$ cat src/design/cprr_pkg.sv
// Shared types and constants of the credit priority round-robin scheduler.
`timescale 1ns / 1ps
`default_nettype none
package cprr_pkg;
  localparam int NSLOT  = 8;
  localparam int SLOT_W = 3;
  localparam int CNT_W  = 4;
  localparam logic [7:0] CREDIT_NEVER = 8'd255;

  typedef enum logic [1:0] {
    CMD_TICK   = 2'd0,
    CMD_URGENT = 2'd1,
    CMD_RUN    = 2'd2,
    CMD_NOP    = 2'd3
  } cmd_t;

  typedef enum logic [1:0] {
    REG_SLOT_COUNT = 2'd0,
    REG_QUANTUM    = 2'd1,
    REG_PRIO       = 2'd2,
    REG_NONE       = 2'd3
  } reg_idx_t;

  typedef enum logic [2:0] {
    ST_IDLE,
    ST_NORM,
    ST_SCAN,
    ST_APPLY,
    ST_FIN,
    ST_DONE
  } state_t;

  typedef struct packed {
    logic              load_prio;
    logic              run_we;
    logic              run_val;
    logic              urg_set;
    logic              urg_clr;
    logic [SLOT_W-1:0] tgt;
    logic              apply;
    logic [SLOT_W-1:0] best;
    logic [7:0]        low;
    logic [CNT_W-1:0]  ring_n;
  } cell_ctl_t;
endpackage
`default_nettype wire

$ cat src/design/cprr_cell.sv
// One scheduler slot cell: credit, urgent flag, run state and selection count.
`timescale 1ns / 1ps
`default_nettype none
module cprr_cell (
  input  wire logic                     clk,
  input  wire logic                     rst_n,
  input  wire logic [cprr_pkg::SLOT_W-1:0] cell_id,
  input  wire logic [7:0]               prio,
  input  wire cprr_pkg::cell_ctl_t      ctl,
  output logic [7:0]                    credit,
  output logic                          urgent,
  output logic                          run,
  output logic [31:0]                   count
);
  import cprr_pkg::*;

  logic [7:0]  credit_r, credit_nxt;
  logic        urgent_r, urgent_nxt;
  logic        run_r, run_nxt;
  logic [31:0] count_r, count_nxt;
  logic        hit, in_ring;

  assign hit     = (ctl.tgt == cell_id);
  assign in_ring = ({1'b0, cell_id} < ctl.ring_n);

  always_comb begin
    credit_nxt = credit_r;
    urgent_nxt = urgent_r;
    run_nxt    = run_r;
    count_nxt  = count_r;
    if (ctl.load_prio) credit_nxt = prio;
    if (ctl.run_we && hit) run_nxt = ctl.run_val;
    if (ctl.urg_set && hit) urgent_nxt = 1'b1;
    if (ctl.urg_clr && hit) begin
      urgent_nxt = 1'b0;
      count_nxt  = count_r + 32'd1;
    end
    if (ctl.apply) begin
      if (ctl.best == cell_id) begin
        credit_nxt = prio;
        count_nxt  = count_r + 32'd1;
      end else if (in_ring && run_r) begin
        credit_nxt = credit_r - ctl.low;
      end
    end
  end

  always_ff @(posedge clk) begin
    if (!rst_n) begin
      credit_r <= '0;
      urgent_r <= 1'b0;
      run_r    <= 1'b0;
      count_r  <= '0;
    end else begin
      credit_r <= credit_nxt;
      urgent_r <= urgent_nxt;
      run_r    <= run_nxt;
      count_r  <= count_nxt;
    end
  end

  assign credit = credit_r;
  assign urgent = urgent_r;
  assign run    = run_r;
  assign count  = count_r;
endmodule
`default_nettype wire

$ cat src/design/credit_priority_round_robin_scheduler_unit.sv
// Top level of the credit priority round-robin scheduler.
//
// Usage: each input transfer carries a command (tick, urgent request for a
// slot, or run state change) and yields exactly one result transfer with the
// executing slot, a valid flag, a switched flag, the pending urgent count and
// the selection count of the executing slot.
// Slot state lives in a row of eight slot cells; a sequencer walks the ring
// one position per cycle, reading one cell each cycle and carrying the best
// candidate forward; a credit pick then broadcasts its credit update to all cells.
// Steps: urgent request, run state and non-scheduling tick items go straight
// to the result register; a scheduling tick on an empty ring passes through
// the finish state first. Otherwise a tick normalizes the ring head, scans
// the ring, applies the credit update for a credit pick, then finishes; an
// urgent pick ends the scan early at the urgent slot. One item is in work at
// a time.
// The input is taken again as soon as the result is parked in the output
// register, so the next item can be in work while the result waits.
// Reset (synchronous, rst_n low): all slots blocked, no urgent flags, counts
// and credits zero, no slot selected, registers at their reset values.
// Receiver stall: a finished result waits in the output register; a second
// finished result holds the sequencer until the first one is taken.
// Configuration: APB-style, 64-bit data; slot_count at 0x0, quantum_ticks at
// 0x8, slot_priorities at 0x10. Writing priorities reloads every credit.
`timescale 1ns / 1ps
`default_nettype none
module credit_priority_round_robin_scheduler_unit (
  input  wire logic        clk,
  input  wire logic        rst_n,
  input  wire logic        in_valid,
  output logic             in_ready,
  input  wire logic [1:0]  in_command,
  input  wire logic [2:0]  in_slot,
  input  wire logic        in_running,
  output logic             out_valid,
  input  wire logic        out_ready,
  output logic [2:0]       out_executing_slot,
  output logic             out_executing_valid,
  output logic             out_switched,
  output logic [3:0]       out_pending_count,
  output logic [31:0]      out_selected_runs,
  input  wire logic        psel,
  input  wire logic        penable,
  input  wire logic        pwrite,
  input  wire logic [4:0]  paddr,
  input  wire logic [63:0] pwdata,
  output logic [63:0]      prdata,
  output logic             pready
);
  import cprr_pkg::*;

  // configuration registers
  logic [3:0]  slot_count_r;
  logic [15:0] quantum_r;
  logic [63:0] prio_r;
  logic [63:0] prio_w;
  logic        cfg_we;
  reg_idx_t    cfg_idx;

  // sequencer state
  state_t            state_r, state_nxt;
  logic [SLOT_W-1:0] head_r, head_nxt;
  logic [SLOT_W-1:0] pos_r, pos_nxt;
  logic [15:0]       phase_r, phase_nxt;
  logic [CNT_W-1:0]  pending_r, pending_nxt;
  logic              cur_valid_r, cur_valid_nxt;
  logic [SLOT_W-1:0] cur_r, cur_nxt;
  logic              got_r, got_nxt;
  logic [SLOT_W-1:0] win_r, win_nxt;
  logic              found_r, found_nxt;
  logic [7:0]        low_r, low_nxt;
  logic [SLOT_W-1:0] best_r, best_nxt;
  logic              sw_r, sw_nxt;

  // result register
  logic              out_valid_r;
  logic [2:0]        o_slot_r;
  logic              o_valid_r, o_sw_r;
  logic [3:0]        o_pend_r;
  logic [31:0]       o_runs_r;
  logic              out_load;

  cell_ctl_t         ctl;
  logic [CNT_W-1:0]  ring_n;
  logic [7:0]        credit_w [NSLOT];
  logic              urgent_w [NSLOT];
  logic              run_w    [NSLOT];
  logic [31:0]       count_w  [NSLOT];

  logic [CNT_W-1:0]  s_sum, s_wrap, s_inc;
  logic [SLOT_W-1:0] s_idx;
  logic              blocked, sched, take;
  logic [16:0]       phase_inc;
  logic [15:0]       q_eff;
  cmd_t              cmd;

  // Configuration port: write on the access phase, read back any register.
  assign pready  = 1'b1;
  assign cfg_we  = psel && penable && pwrite;
  assign cfg_idx = reg_idx_t'(paddr[4:3]);

  always_comb begin
    case (cfg_idx)
      REG_SLOT_COUNT: prdata = {60'd0, slot_count_r};
      REG_QUANTUM:    prdata = {48'd0, quantum_r};
      REG_PRIO:       prdata = prio_r;
      default:        prdata = '0;
    endcase
  end

  always_ff @(posedge clk) begin
    if (!rst_n) begin
      slot_count_r <= '0;
      quantum_r    <= 16'd10;
      prio_r       <= '0;
    end else if (cfg_we) begin
      case (cfg_idx)
        REG_SLOT_COUNT: slot_count_r <= pwdata[3:0];
        REG_QUANTUM:    quantum_r    <= pwdata[15:0];
        REG_PRIO:       prio_r       <= pwdata;
        default:        ;
      endcase
    end
  end

  // Hand the cells the new priorities in the write cycle so the reload sees them.
  assign prio_w = (cfg_we && cfg_idx == REG_PRIO) ? pwdata : prio_r;

  // Ring length clamps to the number of cells.
  assign ring_n = (slot_count_r > CNT_W'(NSLOT)) ? CNT_W'(NSLOT) : slot_count_r;

  // Slot cells
  for (genvar g = 0; g < NSLOT; g++) begin : g_cell
    cprr_cell u_cell (
      .clk    (clk),
      .rst_n  (rst_n),
      .cell_id(SLOT_W'(g)),
      .prio   (prio_w[8*g +: 8]),
      .ctl    (ctl),
      .credit (credit_w[g]),
      .urgent (urgent_w[g]),
      .run    (run_w[g]),
      .count  (count_w[g])
    );
  end

  // Ring position to slot: head and pos are both below n, so one subtract wraps.
  assign s_sum  = {1'b0, head_r} + {1'b0, pos_r};
  assign s_wrap = (s_sum >= ring_n) ? s_sum - ring_n : s_sum;
  assign s_idx  = s_wrap[SLOT_W-1:0];
  assign s_inc  = (s_wrap + CNT_W'(1) == ring_n) ? '0 : s_wrap + CNT_W'(1);

  assign cmd       = cmd_t'(in_command);
  assign blocked   = cur_valid_r && !run_w[cur_r];
  assign sched     = (phase_r == '0) || (pending_r != '0) || blocked;
  assign q_eff     = (quantum_r == '0) ? 16'd1 : quantum_r;
  assign phase_inc = {1'b0, phase_r} + 17'd1;
  assign take      = run_w[s_idx] && (credit_w[s_idx] < low_r);
  assign in_ready  = (state_r == ST_IDLE);
  assign out_load  = (state_r == ST_DONE) && (!out_valid_r || out_ready);

  always_comb begin
    state_nxt     = state_r;
    head_nxt      = head_r;
    pos_nxt       = pos_r;
    phase_nxt     = phase_r;
    pending_nxt   = pending_r;
    cur_valid_nxt = cur_valid_r;
    cur_nxt       = cur_r;
    got_nxt       = got_r;
    win_nxt       = win_r;
    found_nxt     = found_r;
    low_nxt       = low_r;
    best_nxt      = best_r;
    sw_nxt        = sw_r;
    ctl           = '0;
    ctl.ring_n    = ring_n;
    ctl.best      = best_r;
    ctl.low       = low_r;
    ctl.load_prio = cfg_we && (cfg_idx == REG_PRIO);
    case (state_r)
      ST_IDLE: begin
        if (in_valid) begin
          sw_nxt    = 1'b0;
          state_nxt = ST_DONE;
          ctl.tgt   = in_slot;
          case (cmd)
            CMD_TICK: begin
              phase_nxt = (phase_inc >= {1'b0, q_eff}) ? '0 : phase_inc[15:0];
              if (sched) begin
                if (ring_n == '0) begin
                  got_nxt   = 1'b0;
                  state_nxt = ST_FIN;
                end else begin
                  state_nxt = ST_NORM;
                end
              end
            end
            CMD_URGENT: begin
              if ({1'b0, in_slot} < ring_n && !(cur_valid_r && cur_r == in_slot)
                  && !urgent_w[in_slot]) begin
                ctl.urg_set = 1'b1;
                pending_nxt = pending_r + CNT_W'(1);
              end
            end
            CMD_RUN: begin
              ctl.run_we  = 1'b1;
              ctl.run_val = in_running;
            end
            default: ;
          endcase
        end
      end
      ST_NORM: begin
        // take ring_head modulo the ring length, one subtract per cycle
        if ({1'b0, head_r} >= ring_n) begin
          head_nxt = SLOT_W'({1'b0, head_r} - ring_n);
        end else begin
          pos_nxt   = '0;
          found_nxt = 1'b0;
          low_nxt   = CREDIT_NEVER;
          state_nxt = ST_SCAN;
        end
      end
      ST_SCAN: begin
        if (run_w[s_idx] && urgent_w[s_idx]) begin
          ctl.urg_clr = 1'b1;
          ctl.tgt     = s_idx;
          if (pending_r != '0) pending_nxt = pending_r - CNT_W'(1);
          head_nxt  = s_inc[SLOT_W-1:0];
          win_nxt   = s_idx;
          got_nxt   = 1'b1;
          state_nxt = ST_FIN;
        end else begin
          if (take) begin
            low_nxt   = credit_w[s_idx];
            best_nxt  = s_idx;
            found_nxt = 1'b1;
          end
          pos_nxt = pos_r + SLOT_W'(1);
          if ({1'b0, pos_r} + CNT_W'(1) == ring_n) begin
            if (found_r || take) begin
              state_nxt = ST_APPLY;
            end else begin
              got_nxt   = 1'b0;
              state_nxt = ST_FIN;
            end
          end
        end
      end
      ST_APPLY: begin
        // broadcast: winner reloads, other running ring slots lose its credit
        ctl.apply = 1'b1;
        win_nxt   = best_r;
        got_nxt   = 1'b1;
        state_nxt = ST_FIN;
      end
      ST_FIN: begin
        sw_nxt        = (got_r != cur_valid_r) || (got_r && win_r != cur_r);
        cur_valid_nxt = got_r;
        cur_nxt       = got_r ? win_r : '0;
        state_nxt     = ST_DONE;
      end
      ST_DONE: begin
        if (out_load) state_nxt = ST_IDLE;
      end
      default: state_nxt = ST_IDLE;
    endcase
  end

  always_ff @(posedge clk) begin
    if (!rst_n) begin
      state_r     <= ST_IDLE;
      head_r      <= '0;
      phase_r     <= '0;
      pending_r   <= '0;
      cur_valid_r <= 1'b0;
      cur_r       <= '0;
      out_valid_r <= 1'b0;
    end else begin
      state_r     <= state_nxt;
      head_r      <= head_nxt;
      phase_r     <= phase_nxt;
      pending_r   <= pending_nxt;
      cur_valid_r <= cur_valid_nxt;
      cur_r       <= cur_nxt;
      if (out_load) out_valid_r <= 1'b1;
      else if (out_ready) out_valid_r <= 1'b0;
    end
  end

  // scan scratch and result payload need no reset
  always_ff @(posedge clk) begin
    pos_r   <= pos_nxt;
    got_r   <= got_nxt;
    win_r   <= win_nxt;
    found_r <= found_nxt;
    low_r   <= low_nxt;
    best_r  <= best_nxt;
    sw_r    <= sw_nxt;
    if (out_load) begin
      o_slot_r  <= cur_r;
      o_valid_r <= cur_valid_r;
      o_sw_r    <= sw_r;
      o_pend_r  <= pending_r;
      o_runs_r  <= cur_valid_r ? count_w[cur_r] : '0;
    end
  end

  assign out_valid           = out_valid_r;
  assign out_executing_slot  = o_slot_r;
  assign out_executing_valid = o_valid_r;
  assign out_switched        = o_sw_r;
  assign out_pending_count   = o_pend_r;
  assign out_selected_runs   = o_runs_r;

  a_pending_bound : assert property (@(posedge clk) disable iff (!rst_n)
    pending_r <= CNT_W'(NSLOT))
    else $error("pending count above slot count");
  a_scan_in_ring : assert property (@(posedge clk) disable iff (!rst_n)
    (state_r == ST_SCAN) |-> ({1'b0, pos_r} < ring_n && {1'b0, head_r} < ring_n))
    else $error("scan position outside ring");
  a_done_holds : assert property (@(posedge clk) disable iff (!rst_n)
    (state_r == ST_DONE && out_valid_r && !out_ready) |=> (state_r == ST_DONE))
    else $error("result dropped while output stalled");
  a_idle_sel : assert property (@(posedge clk) disable iff (!rst_n)
    (state_r == ST_FIN && got_r) |-> run_w[win_r] || !urgent_w[win_r])
    else $error("winner inconsistent");
endmodule
`default_nettype wire
$ cat config.mk
export PLATFORM = sky130hd
export DESIGN_NAME = credit_priority_round_robin_scheduler_unit
export DESIGN_NICKNAME = d
export VERILOG_FILES = /design/src/design/cprr_pkg.sv /design/src/design/cprr_cell.sv /design/src/design/credit_priority_round_robin_scheduler_unit.sv
export SDC_FILE = /design/constraint.sdc
export NUM_CORES = 2
export LEC_CHECK = 0
export ABC_AREA = 0
export BUFFER_PORTS_ARGS = -buffer_cell sky130_fd_sc_hd__buf_4
export CAP_MARGIN = 0
export CORE_ASPECT_RATIO = 0.9
export CORE_UTILIZATION = 56
export DETAILED_ROUTE_END_ITERATION = 6
export PLACE_DENSITY = 0.77
export SLEW_MARGIN = 20
export SYNTH_ARGS = -nofsm -noshare
export SYNTH_HDL_FRONTEND = slang
export SYNTH_HIERARCHICAL = 1
export SYNTH_SLANG_ARGS = --single-unit
$ cat constraint.sdc
create_clock -name clk -period 5.31 [get_ports clk]
set_clock_uncertainty 0.15 [all_clocks]
set_input_delay 0.531 -clock clk [delete_from_list [all_inputs] [get_ports clk]]
set_output_delay 0.531 -clock clk [all_outputs]
set_load 0.005 [all_outputs]
==> impl_metrics.xml <==
<?xml version="1.0" encoding="UTF-8"?>
<metrics>
  <group name="die">
    <metric name="floorplan.die.height" unit="um">232</metric>
    <metric name="die_area" unit="um^2">59900</metric>
    <metric name="core.rowCount" unit="">84</metric>
    <metric name="io-pin-count" unit="">190</metric>
    <metric name="die_width" unit="um">258</metric>
    <metric name="core_area" unit="um^2">58300</metric>
    <metric name="floorplan.initialDensity" unit="">0.566</metric>
  </group>
  <group name="place">
    <metric name="placement.setup.worst_slack" unit="ns">-0.0207</metric>
    <metric name="detailedPlacementHpwl" unit="um">67000</metric>
    <metric name="port-buffer-count" unit="">185</metric>
    <metric name="gp_congestion" unit="">0.972</metric>
    <metric name="placedInstanceArea" unit="um^2">36000</metric>
  </group>
  <group name="sta">
    <metric name="finalSetupViolations" unit="">0</metric>
    <metric name="period_minus_ws_final" unit="ns">5.24</metric>
    <metric name="fin_setup_tns" unit="ns">0</metric>
    <metric name="setup_ws" unit="ns">0.0728</metric>
    <metric name="rsz0062_at_grt" unit="">yes</metric>
    <metric name="max_clock_freq" unit="GHz">0.191</metric>
    <metric name="max_slew_margin" unit="">0.273</metric>
    <metric name="finalCritPeriodShare" unit="">0.986</metric>
    <metric name="slew_viol_final" unit="">0</metric>
    <metric name="hold_viol" unit="">0</metric>
    <metric name="timing_worst_slew_pin_value" unit="ns">1.09</metric>
  </group>
  <group name="clock_network">
    <metric name="cts_num_sinks" unit="">512</metric>
    <metric name="cts_max_level" unit="">2</metric>
    <metric name="cts_root_buffer" unit="">sky130_fd_sc_hd__clkbuf_16</metric>
    <metric name="clk-insertion-delay-late" unit="ns">0.63</metric>
    <metric name="cts.clk_slew.worst_paths" unit="ns">0.06</metric>
    <metric name="tritoncts" unit="">done</metric>
    <metric name="buffer_depth_of_the_longest_clock_path" unit="">3</metric>
    <metric name="cts_made_buffers" unit="">56</metric>
  </group>
  <group name="min_path">
    <metric name="min_from" unit="">pwdata[15]</metric>
    <metric name="hold_path_class" unit="">input pin to flop</metric>
  </group>
  <group name="run">
    <metric name="drv.max_cap_violation_count" unit="">0</metric>
  </group>
  <group name="run_status">
    <metric name="run_status" unit="">finished clean</metric>
  </group>
  <group name="critical_path">
    <metric name="crit_path_start_kind" unit="">flop</metric>
    <metric name="slowest_stage" unit="">sky130_fd_sc_hd__fa_2</metric>
    <metric name="worst-endpoint-required" unit="ns">5.66</metric>
    <metric name="criticalPathCategory" unit="">flop to flop</metric>
    <metric name="crit_path_max_fanout" unit="">12</metric>
    <metric name="most_frequent_cell_on_the_critical_path" unit="">sky130_fd_sc_hd__buf_4</metric>
    <metric name="crit_chain" unit="">ha_1 -&gt; inv_1 -&gt; fa_2 -&gt; fa_2 -&gt; xnor2_1 -&gt; o21a_2 -&gt; nor2_8 -&gt; inv_4 -&gt; buf_4 -&gt; mux2i_2 -&gt; a211oi_2 -&gt; o311a_4 -&gt; inv_2 -&gt; o21ai_2 -&gt; buf_6 -&gt; buf_4 -&gt; xor2_1 -&gt; nor4b_4 -&gt; buf_4 -&gt; buf_12 -&gt; o21ai_1 -&gt; buf_12 -&gt; o21a_1 -&gt; o21a_1</metric>
    <metric name="critical_path.endpoint_type" unit="">flop</metric>
    <metric name="critPathMaxStageDelay" unit="ns">0.48</metric>
    <metric name="worst_r2r_startpoint" unit="">pos_r[0]</metric>
    <metric name="cp-startpoint" unit="">pos_r[0]</metric>
    <metric name="timing.critical_path.arrival" unit="ns">5.59</metric>
  </group>
  <group name="finish">
    <metric name="drive_above_1_share" unit="">0.169</metric>
    <metric name="mostFrequentLayoutCells" unit="">sky130_fd_sc_hd__dfxtp_1, sky130_fd_sc_hd__nand2_1, sky130_fd_sc_hd__buf_4</metric>
    <metric name="post-route-util" unit="">0.657</metric>
    <metric name="num_antenna_cells" unit="">0</metric>
    <metric name="final_cell_area" unit="um^2">38300</metric>
    <metric name="num-nets-final" unit="">4151</metric>
    <metric name="area_growth_syn_to_layout" unit="%">16.1</metric>
    <metric name="final_common_cell" unit="">sky130_fd_sc_hd__dfxtp_1</metric>
  </group>
  <group name="pwr">
    <metric name="seq_power_share" unit="">0.377</metric>
    <metric name="cellPowerDensity" unit="nW/um^2">293</metric>
    <metric name="sw_frac_of_total" unit="">0.317</metric>
    <metric name="pwr-share-comb" unit="">0.251</metric>
    <metric name="net-switching-power" unit="W">0.00357</metric>
    <metric name="clockPowerShare" unit="">0.372</metric>
    <metric name="design_power_total" unit="W">0.0112</metric>
    <metric name="power.leakage" unit="nW">14.8</metric>
    <metric name="peakVddDrop" unit="mV">0.261</metric>
    <metric name="p_int" unit="W">0.00767</metric>
  </group>
  <group name="detailed_routing">
    <metric name="viasPerCell" unit="">6.14</metric>
    <metric name="drt_iter0_drc" unit="">2869</metric>
    <metric name="drt_total_wl" unit="um">92800</metric>
    <metric name="post_drt_wl_per_cell" unit="um">19.5</metric>
    <metric name="ant_nets" unit="">0</metric>
    <metric name="drc_errors" unit="">0</metric>
    <metric name="drtPass1Iterations" unit="">6</metric>
    <metric name="total_vias_in_the_final_route" unit="">29188</metric>
  </group>
  <group name="global_route">
    <metric name="grt_antenna_before_repair" unit="">0</metric>
    <metric name="gr-usage-all-layers" unit="">0.303</metric>
    <metric name="grt_first_pass_wirelength" unit="um">146000</metric>
    <metric name="first_global_vias" unit="">26447</metric>
    <metric name="grt_max_degree" unit="">245</metric>
    <metric name="globalRoute.totalOverflow" unit="">0</metric>
  </group>
  <group name="synthesis">
    <metric name="synth-seq-area-share" unit="">0.329</metric>
    <metric name="yosys.area_share.adder" unit="">0.0532</metric>
    <metric name="synth_compound_area_frac" unit="">0.187</metric>
    <metric name="edff_count_synth" unit="">61</metric>
    <metric name="synth.avg_cell_area" unit="um^2">9.03</metric>
    <metric name="synth.mux.area_fraction" unit="">0.104</metric>
    <metric name="combinational_family_with_the_most_area_after_synthesis" unit="">simple AND/OR/NAND/NOR gates</metric>
    <metric name="netlist_area" unit="um^2">33000</metric>
    <metric name="postSynthRegisterBits" unit="">512</metric>
    <metric name="synth_xor_area_frac" unit="">0.0613</metric>
    <metric name="post_synth_and_or_nand_nor_area_fraction" unit="">0.223</metric>
    <metric name="yosysWarnings" unit="">6</metric>
    <metric name="synth.lib_cells_used.distinct" unit="">107</metric>
    <metric name="asyncSetResetFlopFracSynth" unit="">0</metric>
    <metric name="synth_flop_cell" unit="">sky130_fd_sc_hd__dfxtp_1</metric>
    <metric name="synthesis.instances" unit="">3652</metric>
  </group>
</metrics>
==> metrics by stage <==
stage | instances | hold WS (ns)
2_1_floorplan | 3741 | 0.250
3_3_place_gp | 4628 | 0.253
3_5_place_dp | 4628 | 0.256
4_1_cts | 4746 | 0.00143
5_1_grt | 4756 | 0.0377
6_report | 4756 | 0.0320
==> sequential cells by signal (all words and copies together), names as in the netlist, 8 cells and up <==
register / cells
g_cell.u_cell/credit: 64
out_selected_runs: 32
low_r: 8
g_cell.u_cell/run: 8
prio_r: 64
phase_r: 16
g_cell.u_cell/count: 256
g_cell.u_cell/urgent: 8
quantum_r: 16
==> path summary, 6_finish.rpt <==
kind | endpoint | slack [ns] | depth (start not counted)
setup / recovery | g_cell[2].u_cell/count[5] | 0.07 | 24
hold / removal | quantum_r[15] | 0.03 | 3
setup reg to reg | g_cell[2].u_cell/count[5] | 0.07 | 24
hold reg to reg | out_switched | 0.27 | 0
==> layout make-up <==
class                      instances  area, um^2
multi-input combinational       2879       21300
fill                            4771       20000
sequential                       512       10900
timing repair buffer             312        2590
clock buffer                      84        1680
tap                              774         968
inverter                         175         662
clock inverter                    20         285
==> layer usage <==
layer	GRT usage	routed length (um)	vias up
met5	0	0	-
met4	0.0875	2310	0
met3	0.0446	7650	149
met2	0.471	41300	1114
met1	0.435	41500	14002
li1	-	-	13923
==> worst max-delay path, delay by kind of cell, from the launching register on <==
kind | cells | cell delay [ns]
flops | 1 | 0.40
buf+inv | 9 | 1.17
simple gates | 2 | 0.39
xor+xnor | 2 | 0.39
fa+ha+maj | 3 | 1.10
compound gates | 7 | 1.19
mux | 1 | 0.30
==> synth_stat cells, drive strengths merged (88+ instances only) <==
library cell	count	share of area
dfxtp	451	0.27
nor2	127	0.015
clkbuf	129	0.015
a21oi	149	0.023
xnor2	137	0.036
o211ai	95	0.022
o21ai	192	0.029
inv	172	0.020
nand3	123	0.019
nand2b	105	0.020
nand2	311	0.036
mux2i	90	0.027
mux2	88	0.030
xor2	94	0.025
and2	216	0.041
ha	121	0.046
==> cells by family (layout without fill, tap and decap cells) <==
| logic type | Yosys count | in the layout |
|---|---|---|
| buffers and inverters | 350 | 591 |
| xor gates and xnor gates | 231 | 231 |
| muxes | 246 | 246 |
| adders and majority gates | 133 | 133 |
| DFF | 512 | 512 |
| AOI/OAI and AO/OA | 881 | 881 |
| other | 2 | 91 |
| and+or+nand+nor | 1297 | 1297 |
==> power by group through the flow <==
stage	sequential, W	combinational (W)	clock (W)
detailed placement	0.00432	0.00263	0
floorplan	0.00423	0.00183	0
global route	0.00425	0.00305	0.00439
global placement	0.00431	0.00259	0
finish	0.00424	0.00282	0.00418
CTS	0.00423	0.00266	0.00424
==> what timing repair did <==
item | in CTS | in global routing
endpoints found under the setup margin | 8 | 209
setup buffers | 2 | 9
pin swaps | 2 | 8
endpoints found under the hold margin | 12 | 0
gates cloned | 0 | 1
hold buffers | 12 | 0
gates resized for setup | 2 | 34
No activity file was read; power rests on OpenSTA's default activity.
